File: src/hdl/sle_pkg.sv
package sle_pkg;

  localparam int CAPACITY = 128;
  localparam int IDX_W    = (CAPACITY > 1) ? $clog2(CAPACITY) : 1;
  localparam int CNT_W    = $clog2(CAPACITY + 1);
  localparam int CMP_W    = ((CNT_W > 8) ? CNT_W : 8) + 1;

  typedef enum logic [1:0] {
    MODE_READ   = 2'd0,
    MODE_SEARCH = 2'd1,
    MODE_INSERT = 2'd2,
    MODE_DELETE = 2'd3
  } mode_t;

  typedef enum logic [1:0] {
    ST_OK    = 2'd0,
    ST_RANGE = 2'd1,
    ST_FULL  = 2'd2
  } status_t;

  typedef enum logic [2:0] {
    PTR_HOLD,
    PTR_ZERO,
    PTR_LAST,
    PTR_POS_M1,
    PTR_POS,
    PTR_INC,
    PTR_DEC
  } ptr_op_t;

  typedef enum logic [1:0] {
    WR_NONE,
    WR_UP,
    WR_DOWN,
    WR_PUT
  } wr_op_t;

  typedef enum logic [1:0] {
    RES_NONE,
    RES_READ,
    RES_FOUND
  } res_sel_t;

  typedef enum logic [1:0] {
    CNT_HOLD,
    CNT_INC,
    CNT_DEC
  } cnt_op_t;

  typedef enum logic [3:0] {
    S_IDLE,
    S_DECODE,
    S_RD_WAIT,
    S_SRCH_FILL,
    S_SRCH,
    S_INS_FILL,
    S_INS_SHIFT,
    S_INS_PUT,
    S_DEL_FILL,
    S_DEL_SHIFT
  } state_t;

  typedef struct packed {
    logic     load;
    ptr_op_t  ptr_op;
    logic     mem_rd;
    wr_op_t   wr_op;
    logic     finish;
    status_t  status;
    res_sel_t res_sel;
    cnt_op_t  cnt_op;
  } ctrl_cmd_t;

  typedef struct packed {
    mode_t mode;
    logic  bad_rd;
    logic  bad_ins;
    logic  full;
    logic  ins_append;
    logic  del_last;
    logic  empty;
    logic  match;
    logic  at_pos_m1;
    logic  at_last;
  } dp_status_t;

endpackage

File: src/hdl/sle_ctrl.sv
module sle_ctrl (
  input  logic                clk,
  input  logic                rst,
  input  logic                start,
  output logic                busy,
  input  sle_pkg::dp_status_t stat,
  output sle_pkg::ctrl_cmd_t  cmd
);

  sle_pkg::state_t state, state_next;

  always_ff @(posedge clk) begin
    if (rst) begin
      state <= sle_pkg::S_IDLE;
    end else begin
      state <= state_next;
    end
  end

  assign busy = (state != sle_pkg::S_IDLE);

  always_comb begin
    state_next  = state;
    cmd         = '0;
    cmd.ptr_op  = sle_pkg::PTR_HOLD;
    cmd.wr_op   = sle_pkg::WR_NONE;
    cmd.status  = sle_pkg::ST_OK;
    cmd.res_sel = sle_pkg::RES_NONE;
    cmd.cnt_op  = sle_pkg::CNT_HOLD;
    case (state)
      sle_pkg::S_IDLE: begin
        if (start) begin
          cmd.load   = 1'b1;
          state_next = sle_pkg::S_DECODE;
        end
      end
      sle_pkg::S_DECODE: begin
        case (stat.mode)
          sle_pkg::MODE_READ: begin
            if (stat.bad_rd) begin
              cmd.finish = 1'b1;
              cmd.status = sle_pkg::ST_RANGE;
              state_next = sle_pkg::S_IDLE;
            end else begin
              cmd.ptr_op = sle_pkg::PTR_POS_M1;
              state_next = sle_pkg::S_RD_WAIT;
            end
          end
          sle_pkg::MODE_SEARCH: begin
            if (stat.empty) begin
              cmd.finish = 1'b1;
              state_next = sle_pkg::S_IDLE;
            end else begin
              cmd.ptr_op = sle_pkg::PTR_ZERO;
              state_next = sle_pkg::S_SRCH_FILL;
            end
          end
          sle_pkg::MODE_INSERT: begin
            if (stat.bad_ins) begin
              cmd.finish = 1'b1;
              cmd.status = sle_pkg::ST_RANGE;
              state_next = sle_pkg::S_IDLE;
            end else if (stat.full) begin
              cmd.finish = 1'b1;
              cmd.status = sle_pkg::ST_FULL;
              state_next = sle_pkg::S_IDLE;
            end else if (stat.ins_append) begin
              state_next = sle_pkg::S_INS_PUT;
            end else begin
              cmd.ptr_op = sle_pkg::PTR_LAST;
              state_next = sle_pkg::S_INS_FILL;
            end
          end
          default: begin
            if (stat.bad_rd) begin
              cmd.finish = 1'b1;
              cmd.status = sle_pkg::ST_RANGE;
              state_next = sle_pkg::S_IDLE;
            end else if (stat.del_last) begin
              cmd.finish = 1'b1;
              cmd.cnt_op = sle_pkg::CNT_DEC;
              state_next = sle_pkg::S_IDLE;
            end else begin
              cmd.ptr_op = sle_pkg::PTR_POS;
              state_next = sle_pkg::S_DEL_FILL;
            end
          end
        endcase
      end
      sle_pkg::S_RD_WAIT: begin
        // ptr was loaded last cycle; the read lands in rdata at this edge,
        // so the result register samples it in the next cycle
        cmd.mem_rd = 1'b1;
        state_next = sle_pkg::S_SRCH_FILL;
        if (stat.mode == sle_pkg::MODE_READ) begin
          state_next = sle_pkg::S_SRCH;
        end
      end
      sle_pkg::S_SRCH_FILL: begin
        cmd.mem_rd = 1'b1;
        cmd.ptr_op = sle_pkg::PTR_INC;
        state_next = sle_pkg::S_SRCH;
      end
      sle_pkg::S_SRCH: begin
        if (stat.mode == sle_pkg::MODE_READ) begin
          cmd.finish  = 1'b1;
          cmd.res_sel = sle_pkg::RES_READ;
          state_next  = sle_pkg::S_IDLE;
        end else if (stat.match) begin
          cmd.finish  = 1'b1;
          cmd.res_sel = sle_pkg::RES_FOUND;
          state_next  = sle_pkg::S_IDLE;
        end else if (stat.at_last) begin
          cmd.finish = 1'b1;
          state_next = sle_pkg::S_IDLE;
        end else begin
          cmd.mem_rd = 1'b1;
          cmd.ptr_op = sle_pkg::PTR_INC;
        end
      end
      sle_pkg::S_INS_FILL: begin
        cmd.mem_rd = 1'b1;
        cmd.ptr_op = sle_pkg::PTR_DEC;
        state_next = sle_pkg::S_INS_SHIFT;
      end
      sle_pkg::S_INS_SHIFT: begin
        cmd.wr_op = sle_pkg::WR_UP;
        if (stat.at_pos_m1) begin
          state_next = sle_pkg::S_INS_PUT;
        end else begin
          cmd.mem_rd = 1'b1;
          cmd.ptr_op = sle_pkg::PTR_DEC;
        end
      end
      sle_pkg::S_INS_PUT: begin
        cmd.wr_op  = sle_pkg::WR_PUT;
        cmd.finish = 1'b1;
        cmd.cnt_op = sle_pkg::CNT_INC;
        state_next = sle_pkg::S_IDLE;
      end
      sle_pkg::S_DEL_FILL: begin
        cmd.mem_rd = 1'b1;
        cmd.ptr_op = sle_pkg::PTR_INC;
        state_next = sle_pkg::S_DEL_SHIFT;
      end
      sle_pkg::S_DEL_SHIFT: begin
        cmd.wr_op = sle_pkg::WR_DOWN;
        if (stat.at_last) begin
          cmd.finish = 1'b1;
          cmd.cnt_op = sle_pkg::CNT_DEC;
          state_next = sle_pkg::S_IDLE;
        end else begin
          cmd.mem_rd = 1'b1;
          cmd.ptr_op = sle_pkg::PTR_INC;
        end
      end
      default: begin
        state_next = sle_pkg::S_IDLE;
      end
    endcase
  end

endmodule

File: src/hdl/sle_datapath.sv
module sle_datapath (
  input  logic                clk,
  input  logic                rst,
  input  sle_pkg::ctrl_cmd_t  cmd,
  output sle_pkg::dp_status_t stat,
  input  logic [1:0]          mode,
  input  logic [7:0]          position,
  input  logic signed [31:0]  value,
  output logic                done,
  output logic [1:0]          status,
  output logic signed [31:0]  read_value,
  output logic [7:0]          found_position,
  output logic [7:0]          list_length
);

  localparam int IW = sle_pkg::IDX_W;
  localparam int CW = sle_pkg::CNT_W;
  localparam int MW = sle_pkg::CMP_W;

  logic [31:0]   mem [sle_pkg::CAPACITY];
  logic [31:0]   rdata;
  logic [IW-1:0] rd_idx;
  logic [IW-1:0] ptr;
  logic [CW-1:0] count, count_next;

  sle_pkg::mode_t mode_q;
  logic [7:0]     pos_q;
  logic [31:0]    val_q;

  logic [MW-1:0] pos_x, n_x, pos_m1_x, n_m1_x;
  logic [IW-1:0] pos_m1_i, n_m1_i, wr_addr;
  logic [31:0]   wr_data;

  always_comb begin
    pos_x    = MW'(pos_q);
    n_x      = MW'(count);
    pos_m1_x = pos_x - MW'(1);
    n_m1_x   = n_x - MW'(1);
    pos_m1_i = pos_m1_x[IW-1:0];
    n_m1_i   = n_m1_x[IW-1:0];
  end

  always_comb begin
    stat.mode       = mode_q;
    stat.bad_rd     = (pos_q == 8'd0) || (pos_x > n_x);
    stat.bad_ins    = (pos_q == 8'd0) || (pos_x > n_x + MW'(1));
    stat.full       = (n_x >= MW'(sle_pkg::CAPACITY));
    stat.ins_append = (pos_m1_x == n_x);
    stat.del_last   = (pos_x == n_x);
    stat.empty      = (count == '0);
    stat.match      = (rdata == val_q);
    stat.at_pos_m1  = (rd_idx == pos_m1_i);
    stat.at_last    = (rd_idx == n_m1_i);
  end

  always_ff @(posedge clk) begin
    if (cmd.load) begin
      mode_q <= sle_pkg::mode_t'(mode);
      pos_q  <= position;
      val_q  <= value;
    end
  end

  always_ff @(posedge clk) begin
    case (cmd.ptr_op)
      sle_pkg::PTR_ZERO:   ptr <= '0;
      sle_pkg::PTR_LAST:   ptr <= n_m1_i;
      sle_pkg::PTR_POS_M1: ptr <= pos_m1_i;
      sle_pkg::PTR_POS:    ptr <= pos_x[IW-1:0];
      sle_pkg::PTR_INC:    ptr <= ptr + IW'(1);
      sle_pkg::PTR_DEC:    ptr <= ptr - IW'(1);
      default:             ptr <= ptr;
    endcase
  end

  // shifts move one word per cycle: the word read last cycle is written
  // one slot up (insert) or down (delete) while the next one is read
  always_comb begin
    case (cmd.wr_op)
      sle_pkg::WR_UP: begin
        wr_addr = rd_idx + IW'(1);
        wr_data = rdata;
      end
      sle_pkg::WR_DOWN: begin
        wr_addr = rd_idx - IW'(1);
        wr_data = rdata;
      end
      default: begin
        wr_addr = pos_m1_i;
        wr_data = val_q;
      end
    endcase
  end

  always_ff @(posedge clk) begin
    if (cmd.wr_op != sle_pkg::WR_NONE) begin
      mem[wr_addr] <= wr_data;
    end
  end

  always_ff @(posedge clk) begin
    if (cmd.mem_rd) begin
      rdata  <= mem[ptr];
      rd_idx <= ptr;
    end
  end

  always_comb begin
    case (cmd.cnt_op)
      sle_pkg::CNT_INC: count_next = count + CW'(1);
      sle_pkg::CNT_DEC: count_next = count - CW'(1);
      default:          count_next = count;
    endcase
  end

  always_ff @(posedge clk) begin
    if (rst) begin
      count <= '0;
      done  <= 1'b0;
    end else begin
      count <= count_next;
      done  <= cmd.finish;
    end
  end

  always_ff @(posedge clk) begin
    if (cmd.finish) begin
      status      <= cmd.status;
      list_length <= 8'(count_next);
      read_value  <= (cmd.res_sel == sle_pkg::RES_READ) ? rdata : '0;
      found_position <= (cmd.res_sel == sle_pkg::RES_FOUND) ?
                        8'({1'b0, rd_idx} + (IW + 1)'(1)) : 8'd0;
    end
  end

endmodule

File: src/hdl/sequential_list_engine.sv
// channel   ports                                          handshake
// --------  ---------------------------------------------  --------------------------
// command   mode, position, value                          start & !busy
// result    status, read_value, found_position, list_length  done (one cycle)
//
// One word in flight at a time; the list lives in a 128-entry single-read RAM.
// A read fetches the word at position; a search walks up from the first word
// to a match or the last word; an insert moves the words from position on one
// slot up, one word per cycle, then writes the value (an append writes at once);
// a delete moves the words above position one slot down, one word per cycle.
// Range and full errors, empty searches and last-word deletes finish at decode.
// Reset clears the length, not the RAM, and no word is read before it is written.
// done is a single-cycle strobe the receiver cannot hold off; busy drops in the
// same cycle so a new start can be taken while the result is shown.
module sequential_list_engine (
  input  logic               clk,
  input  logic               rst,
  input  logic               start,
  output logic               busy,
  input  logic [1:0]         mode,
  input  logic [7:0]         position,
  input  logic signed [31:0] value,
  output logic               done,
  output logic [1:0]         status,
  output logic signed [31:0] read_value,
  output logic [7:0]         found_position,
  output logic [7:0]         list_length
);

  sle_pkg::ctrl_cmd_t  cmd;
  sle_pkg::dp_status_t stat;

  sle_ctrl u_ctrl (
    .clk   (clk),
    .rst   (rst),
    .start (start),
    .busy  (busy),
    .stat  (stat),
    .cmd   (cmd)
  );

  sle_datapath u_datapath (
    .clk            (clk),
    .rst            (rst),
    .cmd            (cmd),
    .stat           (stat),
    .mode           (mode),
    .position       (position),
    .value          (value),
    .done           (done),
    .status         (status),
    .read_value     (read_value),
    .found_position (found_position),
    .list_length    (list_length)
  );

endmodule

File: config.mk
export PLATFORM = sky130hd
export DESIGN_NAME = sequential_list_engine
export DESIGN_NICKNAME = d
export VERILOG_FILES = /design/src/hdl/sle_pkg.sv /design/src/hdl/sle_ctrl.sv /design/src/hdl/sle_datapath.sv /design/src/hdl/sequential_list_engine.sv
export SDC_FILE = /design/constraint.sdc
export NUM_CORES = 2
export LEC_CHECK = 0
export ABC_AREA = 1
export BUFFER_PORTS_ARGS = -buffer_cell sky130_fd_sc_hd__buf_2
export CAP_MARGIN = 10
export CORE_MARGIN = 8
export CORE_UTILIZATION = 36
export CTS_CLUSTER_DIAMETER = 100
export DETAILED_ROUTE_END_ITERATION = 8
export GPL_ROUTABILITY_DRIVEN = 0
export PLACE_DENSITY = 0.46
export SYNTH_ARGS = -nofsm -noshare
export SYNTH_HDL_FRONTEND = slang
export SYNTH_SLANG_ARGS = --single-unit
File: constraint.sdc
create_clock -name clk -period 9.27 [get_ports clk]
set_input_delay 0.4635 -clock clk [delete_from_list [all_inputs] [get_ports clk]]
set_output_delay 0.4635 -clock clk [all_outputs]
set_load 0.01 [all_outputs]
# Yosys cells after proc, flatten, opt, wreduce, memory -nomap -nowiden
# Memory sizes are Yosys's and may differ from the RTL's. A register that Yosys moved wholly into a read port is not among the register bits.
# Cells that the tools add are included.
# W data, S select, Z words.
[word_totals]
reg_bits = 119
ramBits = 4096
inputBits = 45
out_inout_bits = 52
wordCells = 129
memories = 1
[mem_list]
columns = ["memory", "words", "word_bits", "read_ports", "rd_ports_with_merged_regs", "wr", "line", "rtl"]
rows = [
  ["u_datapath.mem", 128, 32, 1, 1, 1, "sle_datapath.sv:20", "logic [31:0] mem [sle_pkg::CAPACITY];"],
]
[classes]
n_addsub = 10
order_cmp = 3
eq_ne = 30
muxes = 59
n_reduce_logical = 14
[ops]
columns = ["cell", "count"]
rows = [
  ["$mux W4", 12],
  ["$pmux W7 S6", 1],
  ["$pmux W4 S9", 1],
  ["$eq A32 B32 Y1", 1],
  ["$mux W32", 1],
  ["$mux W3", 9],
  ["$mux W2", 12],
  ["$sub A7 B1 Y7 const B", 3],
  ["$pmux W2 S3", 3],
  ["$pmux W3 S6", 1],
  ["$eq A4 B3 Y1 const B", 4],
  ["$logic_not A8 Y1", 2],
  ["$pmux W8 S2", 1],
  ["$add A7 B1 Y7 const B", 2],
  ["$eq A7 B7 Y1", 2],
  ["$pmux W7 S2", 1],
  ["$mux W1", 12],
  ["$pmux W4 S3", 1],
  ["$add A8 B1 Y9 const B", 1],
  ["$eq A3 B3 Y1 const B", 3],
  ["$eq A9 B8 Y1", 1],
  ["$gt A8 B9 Y1", 1],
  ["$pmux W3 S3", 1],
  ["$sub A8 B1 Y9 const B", 1],
  ["26 further kinds", 39],
]

# Logic depth before layout (Yosys ltp)
[depth]
depth_word = 9
depth_mapped = 29
ltp_nobuf = 28

# By module
# Synthesis repeated with hierarchy kept, for this count alone.
[unflattened]
hier_cells = 14315
hier_area_um2 = 172912.1
[modules_own_cells]
columns = ["mod", "n_inst", "cells_per_inst", "area_each_um2", "seq_area_each_um2"]
rows = [
  ["sle_datapath", 1, 14183, 172221.4, 127322.1],
  ["sle_ctrl", 1, 132, 690.7, 80.1],
]

# Worst setup path before layout
# OpenSTA, ideal clock, no wires.
[synth_timing]
path_kind = "register -> register"
from = "register u_ctrl.state[2]"
to = "memory u_datapath.mem[0][20] (data pin)"
setup_time_ps = 1197
arrival_time_ps = 6522
t_required_ps = 8073
slack_ps = 1551
path_stages_with_launch = 10
n_path_buf = 2
synth_period_minus_slack_ps = 7719
cell_sequence = "dfxtp_1 inv_1 nor2_1 nand2_1 nor2_1 nor2_1 ha_1 buf_2 clkbuf_1 o21ai_0"
[synth_via]
elab_chain_len = 5
word_cells_on_any_way = 8
classes_between = "eq/ne (5); mux (2); reduce/logical (1)"
[synth_lines]
columns = ["item", "line", "rtl"]
rows = [
  ["from (decl)", "sle_ctrl.sv:10", "sle_pkg::state_t state, state_next;"],
  ["from (signal assigned)", "sle_ctrl.sv:14", "state <= sle_pkg::S_IDLE;"],
  ["from (signal assigned)", "sle_ctrl.sv:16", "state <= state_next;"],
  ["$eq A4 B4 Y1 or $eq A4 B3 Y1 (tied branches)", "sle_ctrl.sv:30", "case (state)"],
  ["$pmux W2 S3 (*)", "sle_ctrl.sv:30", ""],
  ["$eq A2 B1 Y1 or $eq A2 B2 Y1 (tied branches)", "sle_datapath.sv:79", "case (cmd.wr_op)"],
  ["$reduce_or A2 Y1 (no source line) (*)", "--", ""],
  ["$mux W32 (*)", "sle_datapath.sv:79", ""],
  ["named net u_datapath.wr_data[20]", "sle_datapath.sv:32", "logic [31:0] wr_data;"],
  ["to (decl)", "sle_datapath.sv:20", ""],
]
# The timed path passes the listed nets; every way through them passes the cells marked *.

# Worst setup path in the final report
[layout_timing]
from = "register u_ctrl.state[2]"
to = "memory u_datapath.mem[39][14], enable pin"
[layout_via]
elab_chain_len = 5
word_cells_on_any_way = 10
classes_between = "eq/ne (5); mux (4); reduce/logical (1)"
[layout_lines]
columns = ["item", "line", "rtl"]
rows = [
  ["$eq A4 B4 Y1 or $eq A4 B3 Y1 (tied branches)", "sle_ctrl.sv:30", ""],
  ["$pmux W2 S3 (*)", "sle_ctrl.sv:30", ""],
  ["$reduce_bool A2 Y1", "sle_datapath.sv:96", "if (cmd.wr_op != sle_pkg::WR_NONE) begin"],
  ["$mux W1", "sle_datapath.sv:96", ""],
  ["$mux W1 (not written as such)", "sle_datapath.sv:97", "mem[wr_addr] <= wr_data;"],
]
# Mark *: on every way between the ends. The rest lies on a longest branch, timed or not.

==> run_results.csv <==
group,metric,value,unit
synthesis,ys_async_sr_fraction,0,%
sta,finalHoldViolCount,0,
clocking,cts.repair.resized,0,
place,pre_cts_slack,3.269,ns
drt,drtIter0Drc,14030,
power_and_ir_drop,power.leakage,61.58,nW
sta,period_needed,5.941,ns
synthesis,synth_top_area_cell,"edfxtp_1",
drt,via_per_inst,5.612,
global_route,grt_max_degree,196,
synthesis,synth_fa_ha_area_share,0.3532,%
clocking,htreeDepth,5,
clocking,cts_buffers,450,
final_layout,drive_gt1_share,8.484,%
clocking,clkTransAtPathRegs,0.06,ns
synthesis,netlist_instances,13340,
synthesis,synth_xor_area_share,0.1404,%
floorplanning,die_height,701.8,um
drt,wl,578500,um
setup_path,path_max_fanout,36,
synthesis,yosys_warnings,0,
global_route,grt_use_total,22.63,%
place,dp_hpwl,314400,um
final_layout,syn2layout_area_growth,13.42,%
setup_path,path_class,"flip-flop to flip-flop",
place,io_buffers,96,
synthesis,yosysSeqAreaShare,75.24,%
power_and_ir_drop,ir_drop,0.1949,mV
worst_hold_path,hold_class,"primary input to flip-flop",
final_layout,final_util,40.88,%
synthesis,syn-mean-instance-area,12.69,um^2
drt,vias,111500,
clocking,cts_setup_buffers,0,
synthesis,yosys.area.top_type_share,75.09,%
clocking,cts_tree,"built",
sta,drv_slew,0,
floorplanning,die_w,701.8,um
sta,fin_ws,3.329,ns
clocking,clk_latency,1.03,ns
sta,fmax,168.3,MHz
synthesis,synth_flop_cell,"edfxtp_1",
floorplanning,start_util,36.04,%
job,drv_cap,0,
floorplanning,design.core.area,469800,um^2
sta,setup_viol_count_final,0,
synthesis,netlist_area,169300,um^2
clocking,postCtsHoldBufs,44,
drt,drc,0,
sta,finClkSkew,0.04609,ns
synthesis,yosysMostFrequentCell,"edfxtp_1",
setup_path,crit_required,9.88,ns
clocking,clockBufferDepth,4,
sta,tightest_slew,1.284,ns
synthesis,synth-compound-area-share,10.36,%
floorplanning,io_pins,97,
drt,wire_per_inst,29.12,um
sta,rsz0062_at_grt,"false",
synthesis,ys_ff_latch,4247,
setup_path,start_kind,"flip-flop",
synthesis,synth_top_family_by_area,"simple AND/OR/NAND/NOR gates",
sta,period_share,64.09,%
synthesis,synthTopCellsByCount,"4234 x edfxtp_1, 2305 x nor2_1, 2088 x o21ai_0",
final_layout,fillers,43610,
global_route,grt_pass1_wl,810900,um
global_route,grt_overflow,0,
setup_path,arrival,6.55,ns
synthesis,synthSimpleGateAreaFrac,11.25,%
synthesis,synth_edf_count,4234,
outcome,status,"finished, final reports clean",
setup_path,worst_setup_path_end_kind,"flip-flop",
global_route,grt_antenna_before_repair,37,
synthesis,synth_cell_type_count,48,
clocking,cts_num_sinks,4247,
sta,tns,0,ns
place,placed_area,177500,um^2
final_layout,fin_area,192000,um^2
final_layout,nets,13340,
synthesis,synth_area_leaders,"edfxtp_1 75%, o21ai_0 6.2%, nor2_1 5.1%, o22ai_1 3.8%, nand2_1 3.1%",
global_route,grt_pass1_vias,105500,
drt,first_pass_iters,6,
power_and_ir_drop,power_density,237.4,nW/um^2
sta,slew_headroom,14.42,%
clocking,root_buffer,"clkbuf_16",
floorplanning,dieArea,492500,um^2
drt,ant_nets,0,
synthesis,muxShareOfSynthArea,0,%
synthesis,syn-num-nets,13440,
sta,timing.hold.ws,0.1686,ns
floorplanning,rows,252,
-- logic make-up after synthesis --
family                   after synthesis
AND/OR/NAND/NOR                     4702
adder cells (fa/ha/maj)               46
AO/OA/AOI/OAI                       3233
flip-flops                          4247
buffers and inverters               1092
XOR/XNOR                              24
-- critical path, cell delays in order, from the launching register on --
cell and delay [ns]:
dfxtp_1 0.34, inv_1 0.07, nor2_1 0.15, nand2_1 0.17
nor2_1 0.27, nor2_1 0.14, ha_4 0.71, clkinv_1 0.52
nand2_1 0.21, o21ai_1 0.18, nor2_1 0.59, nand3_1 0.87
nor2_4 1.24
-- layer usage --
metal  vias to the layer above  routed length (um)  track usage, %
met5                         -                  40               0
met4                         6               24830           8.731
met3                       761               47440           3.660
met2                      4901              254400           34.16
met1                     56800              251800           32.77
li1                      49020                   -               -
-- power by group --
part	switching (mW)	internal [mW]	total [mW]
sequential	0.0761	21.5	21.6
combinational	5.15	1.40	6.55
clock	7.58	9.85	17.4
-- flip-flops by register name (all words and copies together), names as in the netlist --
signal	cells
u_datapath.mem	4096
u_datapath.rdata	32
u_datapath.read_value	32
u_datapath.val_q	32
u_datapath.count	8
u_datapath.found_position	8
u_datapath.list_length	8
u_datapath.pos_q	8
u_datapath.ptr	7
u_datapath.rd_idx	7
u_ctrl.state	4
u_datapath.mode_q	2
u_datapath.status	2
u_datapath.done	1
-- cell type report --
class                      instances  area, um^2  share of cell area, %
clock buffer                     572       11920                  6.207
tap                             6223        7786                  4.054
timing repair buffer             378        3366                  1.753
multi-input combinational       8005       38820                  20.21
clock inverter                   255        2043                  1.064
inverter                         168       668.1                 0.3479
antenna                           18       45.04                0.02345
sequential                      4247      127400                  66.34
-- per-stage QoR --
step	instances	power [mW]
floorplan	13340	25.59
global placement	18970	28.46
detailed placement	18970	28.50
CTS	19850	45.86
global route	19850	46.98
finish	19870	45.59
-- cells in the final DEF (no fill, tap or decap), types with 3 or more instances in the layout --
cell type	instances
clkbuf_16	459
inv_16	4
nor2_1	2176
a31oi_1	30
dlygate4sd3_1	44
o22ai_1	1024
clkinv_8	4
nand4_1	8
o21ai_0	2056
inv_6	9
diode_2	18
nand2_2	9
clkinv_1	115
a31oi_2	4
edfxtp_1	4234
clkinv_2	81
xnor2_1	8
nand2_1	1386
buf_12	51
fa_1	3
inv_1	153
nor2_2	7
clkinv_4	3
clkbuf_1	112
ha_1	42
inv_2	7
nor2_4	132
inv_8	5
o21ai_4	33
nand3_1	945
o21ai_1	41
a21oi_1	35
dfxtp_1	13
nand3_2	16
buf_4	186
xor2_1	14
buf_2	96
clkinvlp_4	12
nor3_1	10
bufinv_16	29
-- worst paths after layout --
| kind | start | endpoint | slack (ns) | depth (start not counted) |
|---|---|---|---|---|
| min | position[7] | u_datapath.pos_q[7]$_DFFE_PP_ | 0.17 | 2 |
| max | u_ctrl.state[2]$_SDFFE_PP0P_ | u_datapath.mem[39][14]$_DFFE_PP_ | 3.33 | 12 |
| max reg2reg | u_ctrl.state[2]$_SDFFE_PP0P_ | u_datapath.mem[39][14]$_DFFE_PP_ | 3.33 | 12 |
| min reg2reg | u_datapath.count[0]$_SDFF_PP0_ | u_datapath.count[0]$_SDFF_PP0_ | 0.59 | 2 |
Note: power is estimated with default switching activity, not from simulation.
